==> src/hw/rtl/mdps_pkg.sv <==
// shared constants and word types for the minimum dot product block
package mdps_pkg;

  // store geometry
  localparam int MAX_PAIRS  = 64;
  localparam int VALUE_BITS = 8;
  localparam int IDX_W      = (MAX_PAIRS > 1) ? $clog2(MAX_PAIRS) : 1;
  localparam int CNT_W      = $clog2(MAX_PAIRS + 1);

  // result field widths
  localparam int SUM_W   = 22;
  localparam int COUNT_W = 7;
  localparam int PROD_W  = 2 * VALUE_BITS;
  localparam int ACC_W   = ((PROD_W > SUM_W) ? PROD_W : SUM_W) + 1;

  // input word
  typedef struct packed {
    logic [VALUE_BITS-1:0] a_value;
    logic [VALUE_BITS-1:0] b_value;
    logic                  last_pair;
  } in_word_t;

  // result word
  typedef struct packed {
    logic [SUM_W-1:0]   min_sum;
    logic [COUNT_W-1:0] pair_count;
    logic               overflow;
  } out_word_t;

endpackage

==> src/hw/rtl/mdps_ram.sv <==
// generic single write port ram with one registered read port
module mdps_ram #(
  parameter int WIDTH = 8,
  parameter int DEPTH = 64
) (
  input  logic                     clk,
  input  logic                     we,
  input  logic [$clog2(DEPTH)-1:0] waddr,
  input  logic [WIDTH-1:0]         wdata,
  input  logic [$clog2(DEPTH)-1:0] raddr,
  output logic [WIDTH-1:0]         rdata
);

  logic [WIDTH-1:0] mem [DEPTH];

  // write port and registered read
  always_ff @(posedge clk) begin
    if (we) begin
      mem[waddr] <= wdata;
    end
    rdata <= mem[raddr];
  end

endmodule

==> src/hw/rtl/min_dot_product_by_sorting.sv <==
// minimum dot product: load pairs, selection sort both lists in ram, sum of products
//
// channel  handshake            word                     direction
// in       start / busy         in_data  (in_word_t)     in
// out      out_valid (strobe)   out_data (out_word_t)    out
//
// each accepted start loads one word; words after the store is full are dropped
// and flagged. the word with last_pair set starts the compute, which holds busy
// through the whole compute: one ram read per cycle in the selection scan plus a
// tail state, two swap writes per position, then one multiply per pair and a
// drain of the multiply-accumulate.
// reset is synchronous and clears count, drop flag and control; the stores are
// not cleared. the result strobe lasts one cycle and cannot be stalled.
module min_dot_product_by_sorting (
  input  logic               clk,
  input  logic               rst_n,
  input  logic               start,
  output logic               busy,
  input  mdps_pkg::in_word_t in_data,
  output logic               out_valid,
  output mdps_pkg::out_word_t out_data
);

  typedef enum logic [2:0] {
    S_IDLE, S_SCAN, S_SCAN_TAIL, S_SWAP1, S_SWAP2, S_ACC, S_DRAIN
  } state_t;

  state_t state_r;

  logic [mdps_pkg::CNT_W-1:0]      cnt_r;
  logic [mdps_pkg::CNT_W-1:0]      n_r;
  logic                            drop_r;
  logic [mdps_pkg::IDX_W-1:0]      i_r;
  logic [mdps_pkg::IDX_W-1:0]      j_r;
  logic [mdps_pkg::IDX_W-1:0]      rj_r;
  logic                            rv_r;
  logic                            mv_r;
  logic [mdps_pkg::VALUE_BITS-1:0] cur_a_r, best_a_r, cur_b_r, best_b_r;
  logic [mdps_pkg::IDX_W-1:0]      bi_a_r, bi_b_r;
  logic [mdps_pkg::PROD_W-1:0]     prod_r;
  logic [mdps_pkg::SUM_W-1:0]      sum_r;

  logic                            accept;
  logic                            has_room;
  logic [mdps_pkg::CNT_W-1:0]      n_new;
  logic [mdps_pkg::CNT_W-1:0]      n_m1;
  logic [mdps_pkg::IDX_W-1:0]      last_idx;
  logic [mdps_pkg::IDX_W-1:0]      i_inc;
  logic [mdps_pkg::ACC_W-1:0]      acc_sum;
  logic [mdps_pkg::SUM_W-1:0]      sat_sum;

  logic                            we_a, we_b;
  logic [mdps_pkg::IDX_W-1:0]      waddr_a, waddr_b;
  logic [mdps_pkg::VALUE_BITS-1:0] wdata_a, wdata_b;
  logic [mdps_pkg::VALUE_BITS-1:0] rd_a, rd_b;

  // handshake and load bookkeeping
  assign busy     = (state_r != S_IDLE);
  assign accept   = start && !busy;
  assign has_room = (cnt_r < mdps_pkg::CNT_W'(mdps_pkg::MAX_PAIRS));
  assign n_new    = has_room ? cnt_r + mdps_pkg::CNT_W'(1) : cnt_r;
  assign n_m1     = n_r - mdps_pkg::CNT_W'(1);
  assign last_idx = n_m1[mdps_pkg::IDX_W-1:0];
  assign i_inc    = i_r + mdps_pkg::IDX_W'(1);

  // saturating accumulate of the registered product
  assign acc_sum = mdps_pkg::ACC_W'(sum_r) + mdps_pkg::ACC_W'(prod_r);
  assign sat_sum = (acc_sum > mdps_pkg::ACC_W'({mdps_pkg::SUM_W{1'b1}}))
                   ? {mdps_pkg::SUM_W{1'b1}} : acc_sum[mdps_pkg::SUM_W-1:0];

  // ram write port steering: load, then the two swap writes
  always_comb begin
    we_a    = 1'b0;
    we_b    = 1'b0;
    waddr_a = cnt_r[mdps_pkg::IDX_W-1:0];
    waddr_b = cnt_r[mdps_pkg::IDX_W-1:0];
    wdata_a = in_data.a_value;
    wdata_b = in_data.b_value;
    case (state_r)
      S_IDLE: begin
        we_a = accept && has_room;
        we_b = accept && has_room;
      end
      S_SWAP1: begin
        we_a    = 1'b1;
        we_b    = 1'b1;
        waddr_a = bi_a_r;
        waddr_b = bi_b_r;
        wdata_a = cur_a_r;
        wdata_b = cur_b_r;
      end
      S_SWAP2: begin
        we_a    = 1'b1;
        we_b    = 1'b1;
        waddr_a = i_r;
        waddr_b = i_r;
        wdata_a = best_a_r;
        wdata_b = best_b_r;
      end
      default: begin
        we_a = 1'b0;
        we_b = 1'b0;
      end
    endcase
  end

  mdps_ram #(
    .WIDTH(mdps_pkg::VALUE_BITS),
    .DEPTH(mdps_pkg::MAX_PAIRS)
  ) u_ram_a (
    .clk  (clk),
    .we   (we_a),
    .waddr(waddr_a),
    .wdata(wdata_a),
    .raddr(j_r),
    .rdata(rd_a)
  );

  mdps_ram #(
    .WIDTH(mdps_pkg::VALUE_BITS),
    .DEPTH(mdps_pkg::MAX_PAIRS)
  ) u_ram_b (
    .clk  (clk),
    .we   (we_b),
    .waddr(waddr_b),
    .wdata(wdata_b),
    .raddr(j_r),
    .rdata(rd_b)
  );

  // sequencer, compare unit, multiply-accumulate and result register
  always_ff @(posedge clk) begin
    if (!rst_n) begin
      state_r   <= S_IDLE;
      cnt_r     <= '0;
      drop_r    <= 1'b0;
      rv_r      <= 1'b0;
      mv_r      <= 1'b0;
      out_valid <= 1'b0;
    end else begin
      out_valid <= 1'b0;
      rv_r      <= 1'b0;
      mv_r      <= rv_r && (state_r == S_ACC || state_r == S_DRAIN);

      // selection scan: first read gives the current entry, later reads the extremes
      if (rv_r && (state_r == S_SCAN || state_r == S_SCAN_TAIL)) begin
        if (rj_r == i_r) begin
          cur_a_r  <= rd_a;
          best_a_r <= rd_a;
          bi_a_r   <= rj_r;
          cur_b_r  <= rd_b;
          best_b_r <= rd_b;
          bi_b_r   <= rj_r;
        end else begin
          if (rd_a < best_a_r) begin
            best_a_r <= rd_a;
            bi_a_r   <= rj_r;
          end
          if (rd_b > best_b_r) begin
            best_b_r <= rd_b;
            bi_b_r   <= rj_r;
          end
        end
      end

      // multiply stage feeds the accumulate stage
      if (rv_r) begin
        prod_r <= mdps_pkg::PROD_W'(rd_a) * mdps_pkg::PROD_W'(rd_b);
      end
      if (mv_r) begin
        sum_r <= sat_sum;
      end

      case (state_r)
        S_IDLE: begin
          if (accept) begin
            if (has_room) begin
              cnt_r <= cnt_r + mdps_pkg::CNT_W'(1);
            end else begin
              drop_r <= 1'b1;
            end
            if (in_data.last_pair) begin
              n_r   <= n_new;
              i_r   <= '0;
              j_r   <= '0;
              sum_r <= '0;
              if (n_new == mdps_pkg::CNT_W'(1)) begin
                state_r <= S_ACC;
              end else begin
                state_r <= S_SCAN;
              end
            end
          end
        end
        S_SCAN: begin
          rv_r <= 1'b1;
          rj_r <= j_r;
          j_r  <= j_r + mdps_pkg::IDX_W'(1);
          if (j_r == last_idx) begin
            state_r <= S_SCAN_TAIL;
          end
        end
        S_SCAN_TAIL: begin
          state_r <= S_SWAP1;
        end
        S_SWAP1: begin
          state_r <= S_SWAP2;
        end
        S_SWAP2: begin
          i_r <= i_inc;
          if (i_inc == last_idx) begin
            j_r     <= '0;
            state_r <= S_ACC;
          end else begin
            j_r     <= i_inc;
            state_r <= S_SCAN;
          end
        end
        S_ACC: begin
          rv_r <= 1'b1;
          j_r  <= j_r + mdps_pkg::IDX_W'(1);
          if (j_r == last_idx) begin
            state_r <= S_DRAIN;
          end
        end
        S_DRAIN: begin
          if (!rv_r && !mv_r) begin
            out_valid           <= 1'b1;
            out_data.min_sum    <= sum_r;
            out_data.pair_count <= mdps_pkg::COUNT_W'(n_r);
            out_data.overflow   <= drop_r;
            cnt_r               <= '0;
            drop_r              <= 1'b0;
            state_r             <= S_IDLE;
          end
        end
        default: begin
          state_r <= S_IDLE;
        end
      endcase
    end
  end

`ifndef NO_ASSERTIONS
  // a last word always starts a compute
  a_last_goes_busy: assert property (@(posedge clk) disable iff (!rst_n)
    accept && in_data.last_pair |=> busy)
    else $error("last word did not start compute");

  // a result is only produced at the end of a compute
  a_result_ends_busy: assert property (@(posedge clk) disable iff (!rst_n)
    out_valid |-> !busy && $past(busy))
    else $error("result outside compute end");

  // reported count is never zero and never above capacity
  a_count_range: assert property (@(posedge clk) disable iff (!rst_n)
    out_valid |-> (out_data.pair_count != '0) &&
                  (n_r <= mdps_pkg::CNT_W'(mdps_pkg::MAX_PAIRS)))
    else $error("pair count out of range");

  // the fill count never passes capacity
  a_cnt_bound: assert property (@(posedge clk) disable iff (!rst_n)
    cnt_r <= mdps_pkg::CNT_W'(mdps_pkg::MAX_PAIRS))
    else $error("fill count beyond capacity");
`endif

endmodule

==> config.mk <==
export PLATFORM = sky130hd
export DESIGN_NAME = min_dot_product_by_sorting
export DESIGN_NICKNAME = d
export VERILOG_FILES = /design/src/hw/rtl/mdps_pkg.sv /design/src/hw/rtl/mdps_ram.sv /design/src/hw/rtl/min_dot_product_by_sorting.sv
export SDC_FILE = /design/constraint.sdc
export NUM_CORES = 1
export LEC_CHECK = 0
export BUFFER_PORTS_ARGS = -buffer_cell sky130_fd_sc_hd__clkbuf_2
export CAP_MARGIN = 30
export CORE_ASPECT_RATIO = 1.1
export CORE_UTILIZATION = 47
export CTS_CLUSTER_SIZE = 10
export DETAILED_ROUTE_END_ITERATION = 10
export PLACE_DENSITY = 0.67
export SYNTH_ARGS = -nofsm -noshare
export SYNTH_HDL_FRONTEND = slang
export SYNTH_SLANG_ARGS = --single-unit
export TNS_END_PERCENT = 1
==> constraint.sdc <==
create_clock -name clk -period 11.2 [get_ports clk]
set_clock_uncertainty 0.15 [all_clocks]
set_input_delay 1.12 -clock clk [delete_from_list [all_inputs] [get_ports clk]]
set_output_delay 1.12 -clock clk [all_outputs]
set_load 0.005 [all_outputs]
==> results.cfg <==
[clock_network]
cts_sinks = 1191
worstSkewPairLatency_ps = 730
cts_tree = done
ctsLongestPathBuffers = 3
cts_resized = 0
hold_buffers = 0
htreeDepth = 4
numCtsBuffers = 139
clkTransAtPathRegs_ps = 50
root_buffer = clkbuf_16
cts_setup_buffers = 0

[power]
p_sw_share_pct = 28.4
clkPwrFrac_pct = 32.2
peakVddDrop_uv = 279
power.total_w = 0.0124
p_int_w = 0.00891
p_per_area_nw_per_um2 = 224
p_leak_nw = 18.1
p_comb_share_pct = 24.4
switchingPower_w = 0.00353
power_frac_seq_pct = 43.4

[floorplan]
pin_count = 52
die_y_um = 343
die_w_um = 312
rows = 124
core_um2 = 104000
start_util_pct = 47.5
die_area_um2 = 107000

[routing]
m1WireLength_mm = 44.1
top_layer_used = met4
vias = 25000
wl_mm = 108
wl_met3_mm = 6.92
firstDrtPassIters = 5
drc = 0
wl_met2_mm = 53.6
postRouteAntennaNets = 0
drt_iter0_markers = 2424
viasPerCell = 5.90
wire_per_inst_um = 25.4

[yosys]
synth_seq_cells = 1191
synthCells = 2667
ys_types = 59
ys.flop_type = edfxtp_1
synth_nets = 2795
async_flop_share_pct = 0
ys_seq_area_share_pct = 71.6
avgSynthCellArea_um2 = 18.6
synth_edf_count = 1161
yosysWarnings = 0
synthesis.area_um2 = 49500

[critical_path]
endpoint_kind = flip-flop
r2r-end = prod_r[14]
reg2reg_from = u_ram_a.rdata[5]
critPathLaunch = u_ram_a.rdata[5]
critPathArrivalTime_ps = 5190
timing_worst_setup_path_type = reg2reg
start_kind = flip-flop
worst_ep_required_time_ps = 11530
cp_max_fo = 11
setup.worst_path.end = prod_r[14]
r2r_slack_ps = 6340
rr_worst_depth = 14

[placed_design]
place_congestion = 0.862
io_buffers = 51
dpl.hpwl_mm = 68.5

[sta]
fin_crit_ps = 4860
fmax_ghz = 0.206
rsz0062_at_grt = no
slew_violations = 0
min_period_over_period_pct = 43.4
worstMarginPinSlew_ps = 1020
slew_headroom_pct = 31.8
hold_violations = 0
setup_viol = 0
setup-tns-final_ps = 0

[layout]
area_growth_pct = 12.0
drive_gt1_share_pct = 20.4
n_antenna_cell = 0
nets = 2927

[grt]
grt_pass1_wl_mm = 163
grt_pass1_vias = 25500
grt_overflow_total = 0
grt_antenna_before_repair = 1
grt_max_degree = 118
grt_util_all_layers_pct = 20.6

[worst_hold_path]
worst_hold_path_type = reg2reg

[outcome]
outcome = completed

[job]
max_cap_viol_count = 0
critical path: stages, from the launching register on:
cell	delay (ps)
dfxtp_1	650
nand2_1	180
fa_1	550
fa_1	550
inv_1	50
fa_1	490
fa_1	410
ha_1	250
nor3_1	200
o211ai_1	130
a31oi_1	290
nor2b_1	90
o21a_1	190
o41a_1	330
xnor2_1	130
cells in the final DEF (no fill, tap or decap), drive strengths merged, types with 23 or more instances in the layout:
| cell | n |
|---|---|
| a21oi | 83 |
| a22oi | 23 |
| and2 | 51 |
| buf | 54 |
| clkbuf | 234 |
| dfxtp | 30 |
| edfxtp | 1161 |
| fa | 37 |
| ha | 71 |
| inv | 86 |
| mux2i | 50 |
| mux4 | 288 |
| nand2 | 142 |
| nand2b | 23 |
| nand3 | 23 |
| nor2 | 183 |
| o21ai | 61 |
| o22ai | 24 |
| xnor2 | 34 |
| xor2 | 26 |
final cells by class:
class                      instances  area, um2
timing repair buffer             105        758
clock inverter                    17        240
fill                            8062      48800
sequential                      1191      35500
tap                             1386       1730
inverter                          80        300
clock buffer                     183       3710
multi-input combinational       1282      13300
stage by stage:
stage          cells  utilization, %  setup slack [ps]  area (um2)  hold WS, ps
2_1_floorplan   2667               -              6830       49500          250
3_3_place_gp    4030            49.3              6290       51400          258
3_5_place_dp    4040            49.4              6390       51500          273
4_1_cts         4240            53.2              6360       55400          288
5_1_grt         4244            53.2              6080       55500          300
6_report        4244            53.2              6340       55500          290
power by group through the flow:
stage / combinational (W) / sequential (W) / clock [W]
after floorplan: 0.00232 / 0.00542 / 0
after global placement: 0.00301 / 0.00547 / 0
after detailed placement: 0.00303 / 0.00548 / 0
after CTS: 0.00307 / 0.00539 / 0.00408
after global routing: 0.00341 / 0.00541 / 0.00423
final: 0.00304 / 0.00539 / 0.00401
worst min-delay path by stage:
stage          startpoint     endpoint  depth (start not counted)  slack (ps)
2_1_floorplan      n_r[6]  out_data[7]                          0         250
3_3_place_gp       n_r[6]  out_data[7]                          0         260
3_5_place_dp       drop_r  out_data[0]                          0         270
4_1_cts            drop_r  out_data[0]                          0         290
5_1_grt            drop_r  out_data[0]                          0         300
6_report           drop_r  out_data[0]                          0         290
synth_stat cells (6+ instances only):
cell type | instances | share of area [%]
edfxtp_1 | 1161 | 70
nor3_1 | 15 | 0.15
nand3_1 | 23 | 0.23
buf_4 | 15 | 0.23
a211oi_1 | 6 | 0.091
and3_1 | 8 | 0.10
xor2_1 | 26 | 0.46
o21ai_1 | 7 | 0.071
xnor2_1 | 34 | 0.60
inv_1 | 80 | 0.61
nand2_1 | 142 | 1.1
a22oi_1 | 23 | 0.35
clkbuf_1 | 62 | 0.47
a21o_1 | 11 | 0.17
buf_1 | 8 | 0.061
dfxtp_1 | 30 | 1.2
mux2_2 | 12 | 0.27
fa_1 | 37 | 1.5
and2_1 | 51 | 0.64
buf_2 | 26 | 0.26
nor2b_1 | 21 | 0.27
nor2_1 | 183 | 1.4
o21a_1 | 7 | 0.11
nand4_1 | 11 | 0.14
o221ai_1 | 20 | 0.35
ha_1 | 71 | 1.8
mux2i_1 | 50 | 1.0
a21oi_1 | 83 | 0.84
nand2b_1 | 23 | 0.29
o21ai_0 | 54 | 0.55
o22ai_1 | 24 | 0.30
a31oi_1 | 6 | 0.076
mux4_2 | 288 | 13
cells by family after synthesis:
group           after synthesis  share of synthesized area (%)
flops                      1191                           71.6
simple gates                496                           4.57
mux                         355                           14.5
compound gates              262                           3.27
buf+inv                     194                           1.69
fa+ha+maj                   108                           3.29
xor+xnor                     61                           1.11
routing by layer:
layer | vias up | GRT usage (%)
met2 | 943 | 34.2
met3 | 178 | 3.38
met4 | 0 | 6.99
met5 | - | 0
li1 | 10900 | -
met1 | 13100 | 27.7
flip-flops by register name, indices dropped and copies added, names as in the netlist, 3 cells and up:
| register | flops |
|---|---|
| bi_a_r | 6 |
| cur_a_r | 8 |
| state_r | 3 |
| u_ram_a.rdata | 8 |
| out_data | 30 |
| u_ram_b.rdata | 8 |
| prod_r | 16 |
| best_a_r | 8 |
| j_r | 6 |
| u_ram_b.mem | 512 |
| best_b_r | 8 |
| bi_b_r | 6 |
| sum_r | 22 |
| n_r | 7 |
| rj_r | 6 |
| i_r | 6 |
| cur_b_r | 8 |
| u_ram_a.mem | 512 |
| cnt_r | 7 |
No activity file was read; power rests on OpenSTA's default activity.
